$ cat src/fwdf_pkg.sv
`timescale 1ns / 1ps
`default_nettype none
// ----------------------------------------------------------------------------
// fwdf_pkg - shared types and constants of the decimal formatter
// widths, ascii codes, the power-of-ten table and the sequencer states
// ----------------------------------------------------------------------------
package fwdf_pkg;

  localparam int VALUE_W        = 32;
  localparam int COUNT_W        = 4;
  localparam int CHAR_W         = 6;
  localparam int OP_W           = 34;
  localparam int MAX_DIGITS_DEF = 9;

  localparam logic [CHAR_W-1:0] CHAR_ZERO  = 6'd48;
  localparam logic [CHAR_W-1:0] CHAR_NINE  = 6'd57;
  localparam logic [CHAR_W-1:0] CHAR_POINT = 6'd46;

  typedef enum logic [2:0] {
    S_IDLE,
    S_SIZE,
    S_CLAMP,
    S_DIGIT,
    S_PWAIT,
    S_DWAIT
  } fwdf_state_t;

  // result of the shared subtract / compare unit
  typedef struct packed {
    logic               ge;
    logic [VALUE_W-1:0] diff;
  } sub_result_t;

  function automatic logic [OP_W-1:0] pow10(input logic [COUNT_W-1:0] e);
    logic [OP_W-1:0] r;
    case (e)
      4'd0:    r = 34'd1;
      4'd1:    r = 34'd10;
      4'd2:    r = 34'd100;
      4'd3:    r = 34'd1000;
      4'd4:    r = 34'd10000;
      4'd5:    r = 34'd100000;
      4'd6:    r = 34'd1000000;
      4'd7:    r = 34'd10000000;
      4'd8:    r = 34'd100000000;
      4'd9:    r = 34'd1000000000;
      default: r = '0;
    endcase
    return r;
  endfunction

endpackage
`default_nettype wire

$ cat src/fwdf_sub_unit.sv
`timescale 1ns / 1ps
`default_nettype none
// ----------------------------------------------------------------------------
// fwdf_sub_unit - shared subtract and compare unit
// compares the working value against an operand and gives the difference
// ----------------------------------------------------------------------------
module fwdf_sub_unit (
  input  wire logic [fwdf_pkg::VALUE_W-1:0] a,
  input  wire logic [fwdf_pkg::OP_W-1:0]    b,
  output fwdf_pkg::sub_result_t             res
);
  import fwdf_pkg::*;

  logic [OP_W:0] sum;

  // extra top bit holds the borrow
  assign sum      = {{(OP_W + 1 - VALUE_W){1'b0}}, a} - {1'b0, b};
  assign res.ge   = ~sum[OP_W];
  assign res.diff = sum[VALUE_W-1:0];

endmodule
`default_nettype wire

$ cat src/fixed_width_decimal_formatter.sv
`timescale 1ns / 1ps
`default_nettype none
// ----------------------------------------------------------------------------
// fixed_width_decimal_formatter - binary to ascii decimal character stream
// takes an unsigned value, a digit count and a point position and sends the
// decimal characters most significant first, with a point and a last flag
// ----------------------------------------------------------------------------
//
//  channel  | signals                                   | direction
//  ---------+-------------------------------------------+-----------
//  in       | in_valid, in_stall, value, digit_count,   | into block
//           | point_position                            |
//  out      | out_valid, out_stall, character, last     | out of block
//
// one input transaction at a time; in_stall stays high from acceptance until
// the last character transaction has been taken
// steps: load, then up to MAX_DIGITS width probes in automatic mode, then clamp
// and saturate, then 4 compare steps and an output transaction per digit; the
// point goes out as a transaction of its own
// all compares go through the one subtract / compare unit against 2^k * 10^i
// reset clears the sequencer and the output valid; no item is in flight after
// out_stall holds the current character; the sequencer waits on it

module fixed_width_decimal_formatter #(
  parameter int MAX_DIGITS = fwdf_pkg::MAX_DIGITS_DEF
) (
  input  wire logic                            clk,
  input  wire logic                            rst,
  input  wire logic                            in_valid,
  output logic                                 in_stall,
  input  wire logic [fwdf_pkg::VALUE_W-1:0]    value,
  input  wire logic [fwdf_pkg::COUNT_W-1:0]    digit_count,
  input  wire logic [fwdf_pkg::COUNT_W-1:0]    point_position,
  output logic                                 out_valid,
  input  wire logic                            out_stall,
  output logic [fwdf_pkg::CHAR_W-1:0]          character,
  output logic                                 last
);
  import fwdf_pkg::*;

  localparam logic [COUNT_W-1:0] MAX_N = COUNT_W'(MAX_DIGITS);

  fwdf_state_t state, state_next;

  logic [VALUE_W-1:0] val, val_next;          // remaining value
  logic [COUNT_W-1:0] width_n, width_n_next;  // digit count in use
  logic [COUNT_W-1:0] point_p, point_p_next;  // digits after the point
  logic [COUNT_W-1:0] idx, idx_next;          // current digit position
  logic [1:0]         bit_k, bit_k_next;      // weight step 8/4/2/1
  logic [COUNT_W-1:0] digit, digit_next;
  logic [CHAR_W-1:0]  ch_next;
  logic               last_next;
  logic               out_valid_next;

  logic [COUNT_W-1:0] op_sel;
  logic [1:0]         op_shift;
  logic [OP_W-1:0]    operand;
  sub_result_t        sub;

  // operand mux for the shared unit: 10^width in sizing, 2^k * 10^idx in digits
  always_comb begin
    op_sel   = width_n;
    op_shift = 2'd0;
    if (state == S_DIGIT) begin
      op_sel   = idx;
      op_shift = bit_k;
    end
  end

  assign operand = pow10(op_sel) << op_shift;

  fwdf_sub_unit u_sub (
    .a   (val),
    .b   (operand),
    .res (sub)
  );

  assign in_stall = (state != S_IDLE);

  always_ff @(posedge clk) begin
    if (rst) begin
      state     <= S_IDLE;
      out_valid <= 1'b0;
    end else begin
      state     <= state_next;
      out_valid <= out_valid_next;
    end
  end

  always_ff @(posedge clk) begin
    val       <= val_next;
    width_n   <= width_n_next;
    point_p   <= point_p_next;
    idx       <= idx_next;
    bit_k     <= bit_k_next;
    digit     <= digit_next;
    character <= ch_next;
    last      <= last_next;
  end

  always_comb begin
    logic               out_take;
    logic               enter;
    logic [COUNT_W-1:0] digit_now;

    out_take       = out_valid && !out_stall;
    enter          = 1'b0;
    digit_now      = digit | (sub.ge ? (COUNT_W'(1) << bit_k) : '0);

    state_next     = state;
    val_next       = val;
    width_n_next   = width_n;
    point_p_next   = point_p;
    idx_next       = idx;
    bit_k_next     = bit_k;
    digit_next     = digit;
    ch_next        = character;
    last_next      = last;
    out_valid_next = out_valid && !out_take;

    case (state)
      S_IDLE: begin
        if (in_valid) begin
          val_next     = value;
          point_p_next = point_position;
          if (digit_count == '0) begin
            width_n_next = COUNT_W'(1);
            state_next   = S_SIZE;
          end else begin
            width_n_next = (digit_count > MAX_N) ? MAX_N : digit_count;
            state_next   = S_CLAMP;
          end
        end
      end

      // automatic width: one more digit while value >= 10^width, up to MAX_DIGITS
      S_SIZE: begin
        if (sub.ge && width_n < MAX_N) begin
          width_n_next = width_n + COUNT_W'(1);
        end else begin
          state_next = S_CLAMP;
        end
      end

      // saturate to all nines if the value does not fit, clamp the point below the width
      S_CLAMP: begin
        if (sub.ge) begin
          val_next = VALUE_W'(pow10(width_n) - OP_W'(1));
        end
        if (point_p >= width_n) begin
          point_p_next = width_n - COUNT_W'(1);
        end
        idx_next = width_n - COUNT_W'(1);
        enter    = 1'b1;
      end

      // one binary weight of the current digit per cycle
      S_DIGIT: begin
        if (sub.ge) begin
          val_next = sub.diff;
        end
        if (bit_k == 2'd0) begin
          ch_next        = CHAR_ZERO + CHAR_W'(digit_now);
          last_next      = (idx == '0);
          out_valid_next = 1'b1;
          state_next     = S_DWAIT;
        end else begin
          bit_k_next = bit_k - 2'd1;
          digit_next = digit_now;
        end
      end

      S_PWAIT: begin
        if (out_take) begin
          bit_k_next = 2'd3;
          digit_next = '0;
          state_next = S_DIGIT;
        end
      end

      S_DWAIT: begin
        if (out_take) begin
          if (idx == '0) begin
            state_next = S_IDLE;
          end else begin
            idx_next = idx - COUNT_W'(1);
            enter    = 1'b1;
          end
        end
      end

      default: begin
        state_next = S_IDLE;
      end
    endcase

    // start of a digit: the point goes out first when this digit opens the fraction
    if (enter) begin
      if (point_p_next != '0 && idx_next == point_p_next - COUNT_W'(1)) begin
        ch_next        = CHAR_POINT;
        last_next      = 1'b0;
        out_valid_next = 1'b1;
        state_next     = S_PWAIT;
      end else begin
        bit_k_next = 2'd3;
        digit_next = '0;
        state_next = S_DIGIT;
      end
    end
  end

  // output valid is only high in the two waiting states
  a_valid_state: assert property (@(posedge clk) disable iff (rst)
    out_valid |-> (state == S_PWAIT || state == S_DWAIT))
    else $error("output valid outside a wait state");

  // a point is never the final character
  a_point_not_last: assert property (@(posedge clk) disable iff (rst)
    (out_valid && last) |-> (character != CHAR_POINT))
    else $error("point marked as last character");

  // characters are digits or the point
  a_char_range: assert property (@(posedge clk) disable iff (rst)
    (out_valid && character != CHAR_POINT) |->
      (character >= CHAR_ZERO && character <= CHAR_NINE))
    else $error("character out of range");

  // digit position stays inside the chosen width
  a_idx_range: assert property (@(posedge clk) disable iff (rst)
    (state == S_DIGIT) |-> (idx < width_n && width_n <= MAX_N))
    else $error("digit position beyond width");

  // remaining value stays below ten times the current weight
  a_val_bound: assert property (@(posedge clk) disable iff (rst)
    (state == S_DIGIT && bit_k == 2'd3) |->
      ({2'b00, val} < (pow10(idx) << 3) + (pow10(idx) << 1)))
    else $error("digit would exceed nine");

endmodule
`default_nettype wire

$ cat config.mk
export PLATFORM = sky130hd
export DESIGN_NAME = fixed_width_decimal_formatter
export DESIGN_NICKNAME = d
export VERILOG_FILES = /design/src/fwdf_pkg.sv /design/src/fwdf_sub_unit.sv /design/src/fixed_width_decimal_formatter.sv
export SDC_FILE = /design/constraint.sdc
export NUM_CORES = 1
export LEC_CHECK = 0
export BUFFER_PORTS_ARGS = -buffer_cell sky130_fd_sc_hd__buf_2
export CORE_ASPECT_RATIO = 0.9
export CORE_UTILIZATION = 50
export CTS_CLUSTER_DIAMETER = 60
export DETAILED_ROUTE_END_ITERATION = 10
export GPL_TIMING_DRIVEN = 0
export PLACE_DENSITY = 0.66
export RECOVER_POWER = 100
export SKIP_LAST_GASP = 1
export SLEW_MARGIN = 30
export SYNTH_ARGS = -nofsm -noshare
export SYNTH_HDL_FRONTEND = slang
export SYNTH_SLANG_ARGS = --single-unit
$ cat constraint.sdc
create_clock -name clk -period 11.4 [get_ports clk]
set_clock_uncertainty 0.2 [all_clocks]
set_input_delay 0.57 -clock clk [delete_from_list [all_inputs] [get_ports clk]]
set_output_delay 0.57 -clock clk [all_outputs]
set_load 0.01 [all_outputs]
==> run metrics, run 1 <==
setup TNS=0 ps; final setup vio count=0; core box area=roughly 0.014 mm^2; synth top area cells=edfxtp_1 15%, dfxtp_1 14%, ha_1 9.0%, a21oi_1 6.2%, nand2_1 6.0%; outcome=complete, no violations; Required @ worst endpoint=11450 ps; largest net degree at the start of global routing=19; Reg2Reg Setup Slack=approximately 2500 ps; via count=around 7000; maxcap violations=0; global-route usage over all layers=0.297; Tmin final=8910 ps; number of global-route vias before repair=around 6200; Synth Cell Area=~0.0071 mm^2; EDFF count, synth=36; die height=roughly 110 um; Via-to-Cell Ratio=around 6; synth unique cells=just under 80; yosys warns=0; DR WL/cell=between 15 and 20 um; worst-path maximum fanout=11; 1st-pass router iterations=5; CP Launch Type=flop; unrepaired setup endpoints after global routing=no; Clock Latency Late Sink=around 360 ps; final net count=about 1100; dpl hpwl=16.3 mm; row count=40; remaining routing DRC violations=0; IO Pins=53; layout cell share with drive strength beyond 1=0.0890; Post-synth top cells=112 x nand2_1, 87 x a21oi_1, 80 x o21ai_0; Final Cycle Share=0.782; most frequent cell after synthesis=nand2_1; clock buffer depth=2; Peak Freq=between 100 and 150 MHz; postcts setup bufs=0; FFs w/ async S/R, synth=0; die width=roughly 130 um; register bit total from synthesis=84; initial antenna violation count=0; Synth-to-Final Area Change=10.6%; Rel. slew slack=0.162; CTS sink count=between 80 and 90; CTS Hold Bufs=0; Post-Route WL=approximately 21 mm; DR iter-0 viols=620; clk slew on worst S/H paths=70 ps; Synth area leader=edfxtp_1; Syn Inst Count=896; CTS tree=built; die area=around 0.015 mm^2; Crit Path Category=reg2reg; Mapped Avg Cell Area=7.88 um^2; main flop type after synthesis=dfxtp_1; initial core utilization=0.521; n_diodes=0; fill count=between 1000 and 1500; cts bufs inserted=9; post-route ant nets=0; sequential area share after synthesis=0.289; worst path arrival time=between 8000 and 9000 ps; post-synth top area share=0.153; HP Class=reg2reg; CTS root buf=clkbuf_16; post-CTS sizing=0; Mapped Nets=992; Final Hold Fails=0; Slew Viols, Final=0; IO buf count=52; Final Wtd Congestion=0.912; Worst Tran Pin Value=approximately 1200 ps; GRT Residual Overflow=0; first-pass GRT wire length=roughly 33 mm; H-tree Lvls=3; Setup crit end kind=flop
## layer usage
metal / track usage / share of wire
met1: 0.430 / 0.47
met3: 0.0758 / 0.090
met4: 0.0730 / 0.015
met2: 0.439 / 0.42
met5: 0 / 0
## area by class of cell
cell class,count,area [um^2],share of cell area
plain buffers,36,146,0.0187
clock inverters,7,73.8,0.00945
flip-flops and latches,84,2040,0.261
clock buffers,9,225,0.0288
well taps,189,236,0.0303
multi-input cells,745,4710,0.604
repair buffers,54,256,0.0328
inverters,31,116,0.0149
## layout by cell type (no fill, tap or decap), drive strengths merged, types with 5 or more instances in the layout
cell and n:
dfxtp 48, nand4 5, o21ai 85, nor2b 12
edfxtp 36, nand3 18, o21bai 9, nor3 36
buf 51, a21oi 87, a31oi 22, o22ai 7
nor2 70, nand2b 9, a21o 13, and3 13
nand2 113, xnor2 29, and2 12, a211oi 10
clkbuf 48, nor4 10, ha 51, inv 35
xor2 19, or3 13, o21a 10, o211ai 10
o31ai 5, a22o 7, mux2i 9, a32oi 5
a22oi 5
## worst max-delay path: stages (launching register included)
cell,delay (ps)
dfxtp_1,440
nor2b_1,240
clkbuf_1,540
nand2_1,400
a21oi_1,760
ha_1,450
nand2_1,170
nor3_1,600
ha_1,310
inv_1,60
fa_1,430
a211oi_1,390
o21ai_0,290
a32oi_1,230
o21ai_0,290
nand4_1,250
nand2_1,260
a31oi_1,630
mux2i_1,810
inv_1,260
ha_1,300
inv_1,120
a31oi_1,60
a221o_1,290
## per-stage QoR
step	std cells	worst slack, ps	hold WS (ps)	cell area, um^2	utilization
floorplan	896	4740	207	7060	-
global placement	1137	1630	214	7560	0.557
detailed placement	1139	3450	227	7610	0.561
CTS	1155	3380	222	7910	0.583
global route	1155	2060	240	7810	0.576
finish	1155	2490	233	7810	0.576
## path summary, 6_finish.rpt
check,start,endpoint,depth (start not counted)
worst max register to register,state[1],flop,23
worst max-delay path,state[1],flop,23
worst min register to register,digit[0],digit[0],2
worst min-delay path,digit[0],digit[0],2
## cell families (layout without fill, tap and decap cells)
kind of cell,count (synthesis),count (layout),share of synthesized area
AO/OA/AOI/OAI,303,303,0.269
XOR/XNOR,48,48,0.0595
adder cells (fa/ha/maj),52,52,0.0932
buffers and inverters,67,137,0.0374
flip-flops,84,84,0.289
multiplexers,13,13,0.0197
AND/OR/NAND/NOR,329,329,0.232
Power of run 1 is not shown: default switching activity piles up to over one toggle a cycle in this logic, so the estimate is an artifact.
==> inputs of run 2 (changes only) <==
==> constraint.sdc (replaced) <==
create_clock -name clk -period 8.77 [get_ports clk]
set_clock_uncertainty 0.2 [all_clocks]
set_input_delay 0.4385 -clock clk [delete_from_list [all_inputs] [get_ports clk]]
set_output_delay 0.4385 -clock clk [all_outputs]
set_load 0.01 [all_outputs]
==> run metrics, run 2 (synthesis gave the netlist of run 1 again) <==
outcome=complete, no violations (unchanged); post-CTS sizing=0 (unchanged); via count=7062 (was 7010); CTS root buf=clkbuf_16 (unchanged); Tmin final=8320 ps (was 8910 ps); n_diodes=0 (unchanged); unrepaired setup endpoints after global routing=no (unchanged); 1st-pass router iterations=6 (was 5); final setup vio count=0 (unchanged); initial core utilization=0.521 (unchanged); first-pass GRT wire length=33.5 mm (unchanged); setup TNS=0 ps (unchanged); IO buf count=52 (unchanged); worst path cell trace=nor2b_1, clkbuf_1, nand2_1, a21oi_1, inv_1, ha_1, and2_0, a21oi_1, nor2_1, o21ai_0, ha_1, a211oi_1, o21ai_0, a32oi_1, o21ai_1, nand4_1, and2_0, o21ai_0, clkbuf_1, clkbuf_2 (was nor2b_1, clkbuf_1, nand2_1, a21oi_1, ha_1, nand2_1, nor3_1, ha_1, inv_1, fa_1, a211oi_1, o21ai_0, a32oi_1, o21ai_0, nand4_1, nand2_1, a31oi_1, mux2i_1, inv_1, ha_1, inv_1, a31oi_1, a221o_1); core box area=0.0136 mm^2 (unchanged); DR WL/cell=18.2 um (about the same); postcts setup bufs=0 (unchanged); die area=0.0146 mm^2 (unchanged); CTS tree=built (unchanged); fill count=1319 (was 1324); Clock Latency Late Sink=360 ps (about the same); post-route ant nets=0 (unchanged); HP Class=in2reg (was reg2reg); Setup crit end kind=flop (unchanged); Final Hold Fails=0 (unchanged); dpl hpwl=16.3 mm (unchanged); CTS Hold Bufs=0 (unchanged); Final Wtd Congestion=0.912 (unchanged); clock buffer depth=2 (unchanged); Post-Route WL=21.1 mm (about the same); row count=40 (unchanged); remaining routing DRC violations=0 (unchanged); clk slew on worst S/H paths=70 ps (about the same); Critical Path Slowest Stage Cell=o21ai_0 (was mux2i_1); Worst Tran Pin Value=1240 ps (about the same); crit-path max cell delay=960 ps (was 810 ps); worst path arrival time=8130 ps (was 8960 ps); CTS sink count=84 (unchanged); worst-path maximum fanout=16 (was 11); GRT Residual Overflow=0 (unchanged); Final Cycle Share=0.949 (was 0.782); layout cell share with drive strength beyond 1=0.0921 (was 0.0890); DR iter-0 viols=640 (was 620); largest net degree at the start of global routing=19 (unchanged); most common cell after layout, fill and taps aside=nand2_1 (unchanged); Crit Path Category=reg2reg (unchanged); H-tree Lvls=3 (unchanged); Slew Viols, Final=0 (unchanged); final net count=1057 (unchanged); Worst path most repeated cell=o21ai_0; die width=127 um (unchanged); maxcap violations=0 (unchanged); dpl cell area=0.00761 mm^2 (unchanged); global-route usage over all layers=0.297 (unchanged); Rel. slew slack=0.162 (about the same); Via-to-Cell Ratio=6.11 (was 6.07); post-route cell area=0.00783 mm^2 (was 0.00781 mm^2); number of global-route vias before repair=6222 (unchanged); most frequent cells in the layout=112 x nand2_1, 87 x a21oi_1, 82 x o21ai_0, 69 x nor2_1, 51 x ha_1 (was 112 x nand2_1, 87 x a21oi_1, 83 x o21ai_0, 69 x nor2_1, 51 x ha_1); IO Pins=53 (unchanged); die height=115 um (unchanged); CP Launch Type=flop (unchanged); Peak Freq=120 MHz (was 112 MHz); cts bufs inserted=9 (unchanged); Synth-to-Final Area Change=10.9% (was 10.6%); initial antenna violation count=0 (unchanged); Required @ worst endpoint=8580 ps (was 11450 ps)
## run 2: layout make-up
class	count	area, um^2	share of cell area
multi-input combinational	745	4730	0.604
sequential	84	2040	0.261
timing repair buffer	54	258	0.0329
tap	189	236	0.0302
clock buffer	9	225	0.0288
buffer	36	146	0.0187
inverter	31	116	0.0149
clock inverter	7	73.8	0.00943
## run 2: stage by stage
step | setup slack, ps | std cells | hold WS [ps] | utilization
6_report | 448 | 1155 | 103 | 0.577
3_5_place_dp | 819 | 1139 | 227 | 0.561
5_1_grt | 28.8 | 1155 | 108 | 0.577
2_1_floorplan | 2110 | 896 | 207 | -
4_1_cts | 753 | 1155 | 90.3 | 0.583
3_3_place_gp | -1000 | 1137 | 214 | 0.557
## run 2: worst max-delay path, delay by kind of cell (launching register included)
kind	cells	cell delay (ps)
AO/OA/AOI/OAI	8	3460
adder cells (fa/ha/maj)	2	680
flip-flops	1	440
buffers and inverters	4	1840
AND/OR/NAND/NOR	6	1340
## run 2: metal layers
| layer | part of all wire | up-vias | global-route usage |
|---|---|---|---|
| met5 | 0 | - | 0 |
| met4 | 0.016 | 0 | 0.0730 |
| met3 | 0.088 | 31 | 0.0758 |
| met2 | 0.42 | 325 | 0.439 |
| met1 | 0.48 | 3265 | 0.430 |
| li1 | - | 3441 | - |
## run 2: final timing paths
check | to | from | slack [ps] | cells after the start
hold reg to reg | digit[0] | digit[0] | 230 | 2
hold / removal | out_valid | rst | 100 | 2
setup / recovery | val[5] | state[1] | 450 | 20
setup reg to reg | val[5] | state[1] | 450 | 20
Power of run 2 is left out for the same reason.
==> inputs of run 3 (changes only) <==
--- a/config.mk
+++ b/config.mk
@@ -10,7 +10,6 @@
 export CORE_UTILIZATION = 50
 export CTS_CLUSTER_DIAMETER = 60
 export DETAILED_ROUTE_END_ITERATION = 10
-export GPL_TIMING_DRIVEN = 0
 export PLACE_DENSITY = 0.66
 export RECOVER_POWER = 100
 export SKIP_LAST_GASP = 1
==> constraint.sdc (replaced) <==
create_clock -name clk -period 10.6 [get_ports clk]
set_clock_uncertainty 0.2 [all_clocks]
set_input_delay 0.53 -clock clk [delete_from_list [all_inputs] [get_ports clk]]
set_output_delay 0.53 -clock clk [all_outputs]
set_load 0.01 [all_outputs]
==> run metrics, run 3 (synthesis gave the netlist of run 1 again) <==
outcome=complete, but fails checks (was complete, no violations); failing checks=capacitance limit, slew limit; FF-to-FF path depth=23 (was 20); CTS tree=built (unchanged); Via-to-Cell Ratio=6.32 (was 6.11); Rel. slew slack=-0.549 (was 0.162); die width=127 um (unchanged); GRT Residual Overflow=0 (unchanged); CTS Hold Bufs=0 (unchanged); Final Cycle Share=0.853 (was 0.949); initial antenna violation count=0 (unchanged); most frequent cells in the layout=112 x nand2_1, 87 x a21oi_1, 83 x o21ai_0, 70 x nor2_1, 51 x ha_1 (was 112 x nand2_1, 87 x a21oi_1, 82 x o21ai_0, 69 x nor2_1, 51 x ha_1); H-tree Lvls=3 (unchanged); Peak Freq=111 MHz (was 120 MHz); global-route usage over all layers=0.304 (was 0.297); IO buf count=52 (unchanged); dpl cell area=0.00746 mm^2 (was 0.00761 mm^2); Crit Path Category=reg2reg (unchanged); Worst Tran Pin Value=2320 ps (was 1240 ps); dpl ws=2800 ps (was 819 ps); remaining routing DRC violations=0 (unchanged); fill count=1307 (was 1319); final net count=1024 (was 1057); Synth-to-Final Area Change=8.77% (was 10.9%); IO Pins=53 (unchanged); first-pass GRT wire length=34.1 mm (was 33.5 mm); Slew Viols, Final=86 (was 0); DR iter-0 viols=983 (was 640); setup TNS=0 ps (unchanged); dpl hpwl=16.5 mm (was 16.3 mm); Post-Route WL=21.7 mm (was 21.1 mm); core box area=0.0136 mm^2 (unchanged); worst path arrival time=9090 ps (was 8130 ps); clk slew on worst S/H paths=70 ps (about the same); Worst path depth=23 (was 20); cts bufs inserted=9 (unchanged); HP Class=in2reg (unchanged); most common cell after layout, fill and taps aside=nand2_1 (unchanged); Critical path buffers and inverters=4 (unchanged); post-CTS sizing=0 (unchanged); Final Hold Fails=0 (unchanged); 1st-pass router iterations=6 (unchanged); post-route setup slack=1560 ps (was 448 ps); Required @ worst endpoint=10650 ps (was 8580 ps); Clock Latency Late Sink=360 ps (about the same); hold path cells=2 (unchanged); maxcap violations=2 (was 0); row count=40 (unchanged); Final Util=0.566 (was 0.577); family with the most delay on the worst path=compound AO/OA/AOI/OAI gates (unchanged); CTS root buf=clkbuf_16 (unchanged); Final Wtd Congestion=0.953 (was 0.912); n_diodes=0 (unchanged); number of global-route vias before repair=6337 (was 6222); CP Launch Type=flop (unchanged); CTS sink count=84 (unchanged); Tmin final=9040 ps (was 8320 ps); worst path cell trace=nor2b_1, clkbuf_1, nand2_1, a21oi_1, ha_1, nand2_1, nor3_1, ha_1, inv_1, fa_1, a211oi_1, o21ai_0, a32oi_1, o21ai_0, nand4_1, nand2_1, a31oi_1, mux2i_1, inv_2, ha_1, inv_1, a31oi_1, a221o_1 (was nor2b_1, clkbuf_1, nand2_1, a21oi_1, inv_1, ha_1, and2_0, a21oi_1, nor2_1, o21ai_0, ha_1, a211oi_1, o21ai_0, a32oi_1, o21ai_1, nand4_1, and2_0, o21ai_0, clkbuf_1, clkbuf_2); layout cell share with drive strength beyond 1=0.0922 (was 0.0921); unrepaired setup endpoints after global routing=no (unchanged); largest net degree at the start of global routing=53 (was 19); post-route ant nets=0 (unchanged); final setup vio count=0 (unchanged); worst-path maximum fanout=19 (was 16); die height=115 um (unchanged); die area=0.0146 mm^2 (unchanged); via count=7087 (was 7062); initial core utilization=0.521 (unchanged); Setup crit end kind=flop (unchanged); DR WL/cell=19.4 um (was 18.2 um); post-route cell area=0.00768 mm^2 (was 0.00783 mm^2); postcts setup bufs=0 (unchanged); crit-path max cell delay=950 ps (was 960 ps); Critical Path Slowest Stage Cell=a21oi_1 (was o21ai_0); clock buffer depth=2 (unchanged)
[run 3: cell count changes in the layout (fill, tap and decap cells not counted), moves of 2 or more]
cell      change
buf_1         -3
clkbuf_1     -27
and2_0        +2
and2_1        -2
buf_2         -2
[run 3: cell type report]
type,instances,area (um^2),area share
Clock buffer,9,225,0.0293
Inverter,31,116,0.0151
Timing Repair Buffer,57,277,0.0360
Sequential cell,84,2040,0.266
Clock inverter,7,76.3,0.00993
Tap cell,189,236,0.0308
Multi-Input combinational cell,745,4710,0.613
[run 3: path summary, 6_finish.rpt]
path,from,slack (ps),to
worst max register to register,state[1],1560,flop
worst min register to register,digit[0],230,digit[0]
worst max-delay path,state[1],1560,flop
worst min-delay path,rst,190,state[1]
[run 3: layer usage]
metal	vias up	share of wire	wire (um)	global-route usage
li1	3376	-	-	-
met1	3376	0.47	10300	0.444
met2	309	0.43	9400	0.463
met3	26	0.077	1670	0.0517
met4	0	0.016	344	0.0833
met5	-	0	0	0
[run 3: per-stage QoR]
step	hold WS, ps	cells
after floorplan	207	896
after global placement	219	1106
after detailed placement	219	1106
after CTS	176	1122
after global routing	199	1122
final	194	1122
Power of run 3 is left out for the same reason.
